<file path="src/rtl/core/lfpcf_pkg.sv">
// Package of constants and types for the lidar frame parser and change filter.
`default_nettype none

package lfpcf_pkg;

   localparam int unsigned BYTE_W     = 8;
   localparam int unsigned VALUE_W    = 16;
   localparam int unsigned PAYLOAD_LEN = 6;
   localparam int unsigned IDX_W      = 3;
   localparam int unsigned CSR_IDX_W  = 1;
   localparam int unsigned RSP_DATA_W = 3 * VALUE_W;

   localparam logic [BYTE_W-1:0]  HDR_BYTE       = 8'h59;
   localparam logic [IDX_W-1:0]   CHECKSUM_INDEX = 3'd6;
   localparam logic [VALUE_W-1:0] AMP_THR_RESET  = 16'd100;
   localparam logic [VALUE_W-1:0] TEMP_THR_RESET = 16'd10;

   // Configuration register indexes.
   localparam logic [CSR_IDX_W-1:0] CSR_AMP_THR  = 1'b0;
   localparam logic [CSR_IDX_W-1:0] CSR_TEMP_THR = 1'b1;

   // Frame synchroniser phases.
   typedef enum logic [2:0] {
      PHASE_HUNT = 3'b001,
      PHASE_HDR2 = 3'b010,
      PHASE_BODY = 3'b100
   } phase_type;

endpackage

`default_nettype wire

</file>
<file path="src/rtl/core/lidar_frame_parser_change_filter.sv">
// Lidar serial frame parser with checksum check and change filter.
//
// Usage: received serial bytes enter one item at a time on the req_ channel.
// The block hunts for the two header bytes 0x59 0x59, collects six payload
// bytes and a checksum byte, and checks that the checksum equals the low byte
// of the sum of the eight bytes before it. A good frame gives one item on the
// rsp_ channel (distance, amplitude, raw temperature) when no frame has been
// reported yet, the distance differs, or amplitude or temperature has moved
// by at least its threshold. A bad checksum drops the frame and hunting
// starts again. The thresholds are set through the csr_ write port while the
// block is idle.
// A checksum byte waits in the input register; its result is loaded into the
// output register once it is free. Throughput: one byte per cycle unless the
// receiver stalls, set by the single input register feeding the single output
// register. A stalled receiver holds the result in the output register; the
// input register then fills and req_tready falls until the result is taken.
// Reset (synchronous, active high) returns to header hunting, forgets the
// last reported values and restores threshold defaults of 100 and 10.
`default_nettype none

module lidar_frame_parser_change_filter (
   input  wire logic                                clock,
   input  wire logic                                reset,
   // Byte stream in.
   input  wire logic                                req_tvalid,
   output logic                                     req_tready,
   input  wire logic [lfpcf_pkg::BYTE_W-1:0]        req_tdata,   // [7:0] rx_byte
   // Reported measurements out.
   output logic                                     rsp_tvalid,
   input  wire logic                                rsp_tready,
   output logic [lfpcf_pkg::RSP_DATA_W-1:0]         rsp_tdata,   // [15:0] distance,
                                                                 // [31:16] amplitude,
                                                                 // [47:32] temperature_raw
   // Configuration writes.
   input  wire logic                                csr_wr_en,
   input  wire logic [lfpcf_pkg::CSR_IDX_W-1:0]     csr_index,
   input  wire logic [lfpcf_pkg::VALUE_W-1:0]       csr_wdata
);

   // Input register.
   logic                             in_vld_ff, in_vld_in;
   logic [lfpcf_pkg::BYTE_W-1:0]     in_byte_ff;
   logic                             out_free;
   logic                             in_take;

   // Frame state.
   lfpcf_pkg::phase_type             phase_ff, phase_in;
   logic [lfpcf_pkg::IDX_W-1:0]      idx_ff, idx_in;
   logic [lfpcf_pkg::BYTE_W-1:0]     sum_ff, sum_in;
   logic [lfpcf_pkg::BYTE_W-1:0]     pay_ff [lfpcf_pkg::PAYLOAD_LEN];
   logic [lfpcf_pkg::BYTE_W-1:0]     pay_in [lfpcf_pkg::PAYLOAD_LEN];

   // Change filter state.
   logic [lfpcf_pkg::VALUE_W-1:0]    last_dist_ff, last_dist_in;
   logic [lfpcf_pkg::VALUE_W-1:0]    last_amp_ff, last_amp_in;
   logic [lfpcf_pkg::VALUE_W-1:0]    last_temp_ff, last_temp_in;
   logic                             have_last_ff, have_last_in;
   logic [lfpcf_pkg::VALUE_W-1:0]    amp_thr_ff, amp_thr_in;
   logic [lfpcf_pkg::VALUE_W-1:0]    temp_thr_ff, temp_thr_in;

   // Output register.
   logic                             rsp_vld_ff, rsp_vld_in;
   logic [lfpcf_pkg::RSP_DATA_W-1:0] rsp_data_ff, rsp_data_in;

   // Frame decode.
   logic [lfpcf_pkg::VALUE_W-1:0]    distance;
   logic [lfpcf_pkg::VALUE_W-1:0]    amp;
   logic [lfpcf_pkg::VALUE_W-1:0]    temp;
   logic [lfpcf_pkg::VALUE_W-1:0]    amp_diff;
   logic [lfpcf_pkg::VALUE_W-1:0]    temp_diff;
   logic                             report;
   logic                             res_load;

   // The input register drains whenever the output register can take a
   // result this cycle, whether or not the byte produces one.
   assign out_free   = !rsp_vld_ff || rsp_tready;
   assign in_take    = in_vld_ff && out_free;
   assign req_tready = !in_vld_ff || out_free;

   always_comb begin
      in_vld_in = in_vld_ff;
      if (req_tvalid && req_tready) begin
         in_vld_in = 1'b1;
      end else if (in_take) begin
         in_vld_in = 1'b0;
      end
   end

   // Payload fields, little-endian pairs.
   assign distance = {pay_ff[1], pay_ff[0]};
   assign amp      = {pay_ff[3], pay_ff[2]};
   assign temp     = {pay_ff[5], pay_ff[4]};

   assign amp_diff  = (amp >= last_amp_ff) ? amp - last_amp_ff : last_amp_ff - amp;
   assign temp_diff = (temp >= last_temp_ff) ? temp - last_temp_ff : last_temp_ff - temp;

   assign report = !have_last_ff
                || (distance != last_dist_ff)
                || (amp_diff >= amp_thr_ff)
                || (temp_diff >= temp_thr_ff);

   // Sequencing of one byte through the frame synchroniser.
   always_comb begin
      phase_in     = phase_ff;
      idx_in       = idx_ff;
      sum_in       = sum_ff;
      pay_in       = pay_ff;
      res_load     = 1'b0;
      if (in_take) begin
         case (phase_ff)
            lfpcf_pkg::PHASE_HDR2: begin
               if (in_byte_ff == lfpcf_pkg::HDR_BYTE) begin
                  phase_in = lfpcf_pkg::PHASE_BODY;
                  idx_in   = '0;
                  sum_in   = lfpcf_pkg::HDR_BYTE + lfpcf_pkg::HDR_BYTE;
               end else begin
                  phase_in = lfpcf_pkg::PHASE_HUNT;
               end
            end
            lfpcf_pkg::PHASE_BODY: begin
               if (idx_ff != lfpcf_pkg::CHECKSUM_INDEX) begin
                  pay_in[idx_ff] = in_byte_ff;
                  sum_in         = sum_ff + in_byte_ff;
                  idx_in         = idx_ff + 1'b1;
               end else begin
                  // Checksum byte: the frame ends here either way.
                  phase_in = lfpcf_pkg::PHASE_HUNT;
                  idx_in   = '0;
                  res_load = (in_byte_ff == sum_ff) && report;
               end
            end
            default: begin
               // Hunting the first header byte.
               phase_in = (in_byte_ff == lfpcf_pkg::HDR_BYTE) ? lfpcf_pkg::PHASE_HDR2
                                                              : lfpcf_pkg::PHASE_HUNT;
            end
         endcase
      end
   end

   // The last reported values move only when a result is produced.
   always_comb begin
      last_dist_in = last_dist_ff;
      last_amp_in  = last_amp_ff;
      last_temp_in = last_temp_ff;
      have_last_in = have_last_ff;
      if (res_load) begin
         last_dist_in = distance;
         last_amp_in  = amp;
         last_temp_in = temp;
         have_last_in = 1'b1;
      end
   end

   always_comb begin
      amp_thr_in  = amp_thr_ff;
      temp_thr_in = temp_thr_ff;
      if (csr_wr_en) begin
         case (csr_index)
            lfpcf_pkg::CSR_AMP_THR:  amp_thr_in  = csr_wdata;
            lfpcf_pkg::CSR_TEMP_THR: temp_thr_in = csr_wdata;
            default: begin
            end
         endcase
      end
   end

   always_comb begin
      rsp_vld_in  = rsp_vld_ff;
      rsp_data_in = rsp_data_ff;
      if (res_load) begin
         rsp_vld_in  = 1'b1;
         rsp_data_in = {temp, amp, distance};
      end else if (rsp_tready) begin
         rsp_vld_in  = 1'b0;
      end
   end

   // Control state.
   always_ff @(posedge clock) begin
      if (reset) begin
         in_vld_ff    <= 1'b0;
         phase_ff     <= lfpcf_pkg::PHASE_HUNT;
         idx_ff       <= '0;
         sum_ff       <= '0;
         last_dist_ff <= '0;
         last_amp_ff  <= '0;
         last_temp_ff <= '0;
         have_last_ff <= 1'b0;
         amp_thr_ff   <= lfpcf_pkg::AMP_THR_RESET;
         temp_thr_ff  <= lfpcf_pkg::TEMP_THR_RESET;
         rsp_vld_ff   <= 1'b0;
      end else begin
         in_vld_ff    <= in_vld_in;
         phase_ff     <= phase_in;
         idx_ff       <= idx_in;
         sum_ff       <= sum_in;
         last_dist_ff <= last_dist_in;
         last_amp_ff  <= last_amp_in;
         last_temp_ff <= last_temp_in;
         have_last_ff <= have_last_in;
         amp_thr_ff   <= amp_thr_in;
         temp_thr_ff  <= temp_thr_in;
         rsp_vld_ff   <= rsp_vld_in;
      end
   end

   // Payload registers carry no reset.
   always_ff @(posedge clock) begin
      if (req_tvalid && req_tready) begin
         in_byte_ff <= req_tdata;
      end
      pay_ff      <= pay_in;
      rsp_data_ff <= rsp_data_in;
   end

   assign rsp_tvalid = rsp_vld_ff;
   assign rsp_tdata  = rsp_data_ff;

`ifndef SYNTHESIS
   // A result can only come from a checksum byte in the frame body.
   a_load_on_checksum: assert property (@(posedge clock) disable iff (reset)
      res_load |-> (phase_ff == lfpcf_pkg::PHASE_BODY)
                && (idx_ff == lfpcf_pkg::CHECKSUM_INDEX))
      else $error("result loaded outside a checksum byte");

   // The payload counter never runs past the checksum position.
   a_index_range: assert property (@(posedge clock) disable iff (reset)
      idx_ff <= lfpcf_pkg::CHECKSUM_INDEX)
      else $error("payload index out of range");

   // A reported distance becomes the reference for the next frame.
   a_last_follows_result: assert property (@(posedge clock) disable iff (reset)
      res_load |=> have_last_ff && (last_dist_ff == rsp_data_ff[lfpcf_pkg::VALUE_W-1:0]))
      else $error("last reported distance not updated");

   // A result is never overwritten: the input register only drains into a free output.
   a_no_overwrite: assert property (@(posedge clock) disable iff (reset)
      (rsp_vld_ff && !rsp_tready) |-> !res_load)
      else $error("result overwritten while stalled");
`endif

endmodule

`default_nettype wire

</file>
<file path="config.mk">
export PLATFORM = sky130hd
export DESIGN_NAME = lidar_frame_parser_change_filter
export DESIGN_NICKNAME = d
export VERILOG_FILES = /design/src/rtl/core/lfpcf_pkg.sv /design/src/rtl/core/lidar_frame_parser_change_filter.sv
export SDC_FILE = /design/constraint.sdc
export NUM_CORES = 1
export LEC_CHECK = 0
export BUFFER_PORTS_ARGS = -buffer_cell sky130_fd_sc_hd__buf_4
export CAP_MARGIN = 20
export CORE_MARGIN = 5
export CORE_UTILIZATION = 40
export DETAILED_ROUTE_END_ITERATION = 8
export GPL_TIMING_DRIVEN = 0
export HOLD_SLACK_MARGIN = 0.02
export PLACE_DENSITY = 0.58
export SLEW_MARGIN = 20
export SYNTH_ARGS = -nofsm -noshare
export SYNTH_HDL_FRONTEND = slang
export SYNTH_SLANG_ARGS = --single-unit
</file>
<file path="constraint.sdc">
create_clock -name clock -period 7.87 [get_ports clock]
set_input_delay 0.3935 -clock clock [delete_from_list [all_inputs] [get_ports clock]]
set_output_delay 0.3935 -clock clock [all_outputs]
set_load 0.005 [all_outputs]
</file>
==> reports/qor.txt <==
minimum period implied by the final worst setup slack: 5860 ps
Detailed Route WL: 29.4 mm
core region area: 27800 sq um
footprint of the multi-input gates: 5540 sq um
final setup vio count: 0
dominant register cell in the synthesized netlist: sky130_fd_sc_hd__edfxtp_1
cell types with the largest area share after synthesis: sky130_fd_sc_hd__edfxtp_1, sky130_fd_sc_hd__dfxtp_1, sky130_fd_sc_hd__ha_1
main combinational cell family by area after synthesis: compound AO/OA/AOI/OAI gates
Area Growth Syn to Fin: 17.1%
share of total power in the clock network: 45.9%
total negative slack for setup checks: 0 ps
part of the power in combinational logic: 3.4%
fraction of final layout cells with drive strength greater than 1: 14.6%
fin crit share: 74.5%
area fraction in and, or, nand and nor cells after synthesis: 12.0%
pre-CTS setup slack: 1980 ps
register-to-register setup slack: 2010 ps
Crit Path Max Fanout: 13
uppermost metal layer occupied by signal nets: met4
routed length on met3: 1.24 mm
most instantiated library cell after synthesis: sky130_fd_sc_hd__a21oi_1
number of instances in the synthesized netlist: 1153
clk slew on worst S/H paths: 60 ps
part of the Yosys area used for sequential elements: 44.9%
Peak VDD IR: 144 uV
number of I/O port buffers: 78
class of the most critical setup path: register to register
floorplan die width: 178 um
average detailed-routed wire length per instance: 17.7 um
number of post-CTS setup repair buffers: 0
total standard cell area after synthesis: 11300 sq um
count of cells resized by post-cts repair: 0
maximum clock insertion buffer count: 3
TritonCTS Buffers: 23
areal power density over the cells: 169 nW/um^2
Fin. Hold Viols: 0
Hold Worst Slack: 42.9 ps
adder-cell share of the synthesized area: 12.1%
Ant. Diodes: 0
fin nets: 1403
count of warnings emitted by yosys: 0
Internal: 1.73 mW
data required time at the worst endpoint: 8150 ps
cell taking the most area after synthesis: sky130_fd_sc_hd__edfxtp_1
count of different cell masters after synthesis: 81
net switching power: 0.498 mW
number of cells traversed by the worst hold path: 1
class of the tightest hold or removal check: input port to register
end of the worst register-to-register path: rsp_tdata[34]
detailed placement HPWL: 22.1 mm
clk sink count: 201
measured slew at the worst slew-check pin: 982 ps
vias: 8700
number of remaining DRC errors: 0
leakage power of the design: 5.11 nW
share of the synthesized netlist area taken by xor and xnor gates: 3.73%
Initial DRT Pass Iterations: 5
H-Tree Level Count: 1
sequential fraction of design power: 50.7%
number of violations reported at the end of detailed-routing iteration 0: 421
count of cells along the worst register-to-register path: 19
initial core utilization: 40.6%
Hold Path Sink: in_byte_ff[0]
worst r2r src: pay_ff[9]
post-synthesis compound-gate area fraction: 18.4%
RSZ-0062 raised after global routing: no
DRT met1 WL: 14.1 mm
Max Clk Rate: 171 MHz
insertion delay of the later-clocked pin in the worst-skew pair: 530 ps
Overflow after GRT: 0
post-layout instance count excluding filler cells: 1661
critical path capture point type: register
number of pins exceeding their max-slew limit in the final report: 0
wire length of the first global-routing pass: 45.8 mm
weighted congestion at the end of routability-driven global placement: 0.867
total track usage: 18.3%
Synth Net Count: 1289
initial antenna violation count: 0
total die area: 31700 sq um
post-route total power: 2.23 mW
switching power share of the total: 22.3%
Worst Setup Slack, final: 2010 ps
num ports: 80
count of maximum capacitance violations: 0
type of element launching the critical path: register
met2 WL: 13.2 mm
largest net degree at the start of global routing: 15
footprint of the flip-flops and latches: 5060 sq um
Placed Cells incl. Taps: 1614
via density per instance: 5.24
overall die height: 178 um
leading post-synthesis cells by instance count: sky130_fd_sc_hd__a21oi_1, sky130_fd_sc_hd__inv_1, sky130_fd_sc_hd__edfxtp_1
ys async rst share: 0%
fill cell total of the finished layout: 2672
outcome: completed
worst setup skew after layout: 17.5 ps
Avg Cell Area, Syn: 9.79 sq um
Worst slew margin: 34.4%
flip-flop and latch count after synthesis: 201
number of rows in the core area: 61
number of enable flip-flop cells after synthesis: 104
TritonCTS clock tree: done
Final ANT Viol Nets: 0
start point of the worst min-delay path: req_tdata[0]
share of Yosys cell area claimed by the top area cell type: 27.7%
number of global-route vias before repair: 8412
fraction of synthesized area in multiplexers: 2.51%
endpoint arrival time on the critical path: 6150 ps
CTS Root Cell: sky130_fd_sc_hd__clkbuf_16
==> kinds of logic after synthesis <==
logic type	count (synthesis)
xor gates and xnor gates	48
and+or+nand+nor	277
DFF	201
adders and majority gates	106
muxes	28
buffers and inverters	168
AOI/OAI and AO/OA	325
==> worst max-delay path, stage by stage, from the launching register on <==
cell and delay, ps:
sky130_fd_sc_hd__edfxtp_1 550, sky130_fd_sc_hd__inv_1 140, sky130_fd_sc_hd__ha_1 360, sky130_fd_sc_hd__nor2b_1 150, sky130_fd_sc_hd__o31a_1 260, sky130_fd_sc_hd__o41ai_1 440, sky130_fd_sc_hd__a21boi_0 250, sky130_fd_sc_hd__o21bai_1 230
sky130_fd_sc_hd__mux2i_1 200, sky130_fd_sc_hd__o311ai_0 200, sky130_fd_sc_hd__ha_1 380, sky130_fd_sc_hd__nand3_1 140, sky130_fd_sc_hd__nor3_1 140, sky130_fd_sc_hd__a2111oi_1 920, sky130_fd_sc_hd__nand4_1 170, sky130_fd_sc_hd__nor2_1 370
sky130_fd_sc_hd__nor4_4 110, sky130_fd_sc_hd__buf_4 210, sky130_fd_sc_hd__buf_4 200, sky130_fd_sc_hd__buf_6 170
==> routing by layer <==
metal / up-vias / GRT usage [%]
li1: 4308 / -
met1: 4142 / 25.6
met2: 193 / 29.6
met3: 57 / 2.71
met4: 0 / 5.22
met5: - / 0
==> how the worst max path moves through the flow <==
stage,end,cells after the start,slack [ps],startpoint
6_report,rsp_tdata[34],19,2010,pay_ff[9]
5_1_grt,rsp_tdata[34],19,1690,pay_ff[9]
4_1_cts,rsp_tdata[33],19,1930,pay_ff[9]
3_5_place_dp,rsp_tdata[38],19,1980,pay_ff[9]
3_3_place_gp,rsp_tdata[33],16,-1030,pay_ff[9]
2_1_floorplan,rsp_tdata[0],19,1560,pay_ff[8]
==> through the flow <==
stage | cell area, sq um | utilization (%)
2_1_floorplan | 11300 | -
3_3_place_gp | 12300 | 44.4
3_5_place_dp | 12400 | 44.7
4_1_cts | 13200 | 47.5
5_1_grt | 13200 | 47.6
6_report | 13200 | 47.6
==> power groups by stage <==
stage,logic (mW),clock network [mW],registers (mW)
after floorplan,0.0442,0,1.14
after global placement,0.0716,0,1.15
after detailed placement,0.0732,0,1.15
after CTS,0.0760,1.05,1.13
after global routing,0.0854,1.09,1.13
final,0.0759,1.02,1.13
==> placed cells by master, fill, tap and decap left out, drive strengths merged, types with 10 or more instances in the layout <==
| master | instances |
|---|---|
| xnor2 | 25 |
| o21a | 10 |
| nand3 | 65 |
| a21oi | 135 |
| dfxtp | 97 |
| nor2b | 11 |
| mux2i | 26 |
| nor3 | 15 |
| edfxtp | 104 |
| o21bai | 13 |
| o21ai | 86 |
| nor2 | 45 |
| inv | 113 |
| buf | 103 |
| xor2 | 23 |
| nand2 | 90 |
| nand2b | 11 |
| ha | 101 |
| clkbuf | 67 |
| a21o | 20 |
==> cell type report <==
| class | instances | area share, % |
|---|---|---|
| Clock inverter | 10 | 0.530 |
| Tap cell | 378 | 3.58 |
| Sequential cell | 201 | 38.3 |
| Inverter | 112 | 3.18 |
| Buffer | 56 | 2.24 |
| Timing Repair Buffer | 89 | 5.23 |
| Multi-Input combinational cell | 784 | 41.9 |
| Clock buffer | 31 | 4.97 |
==> flip-flops by register name, indices dropped and copies added, names as in the netlist, 3 cells and up <==
signal,cells
amp_thr_ff,16
phase_ff,3
last_amp_ff,16
last_dist_ff,16
sum_ff,8
last_temp_ff,16
in_byte_ff,8
idx_ff,3
amp,16
distance,16
rsp_tdata,48
temp_thr_ff,16
pay_ff,16
==> what timing repair did <==
item | 4_1_cts | 5_1_grt
endpoints found under the hold margin | 6 | 0
endpoints found under the setup margin | 0 | 0
hold buffers | 6 | 0
(Power assumes the default switching activity.)
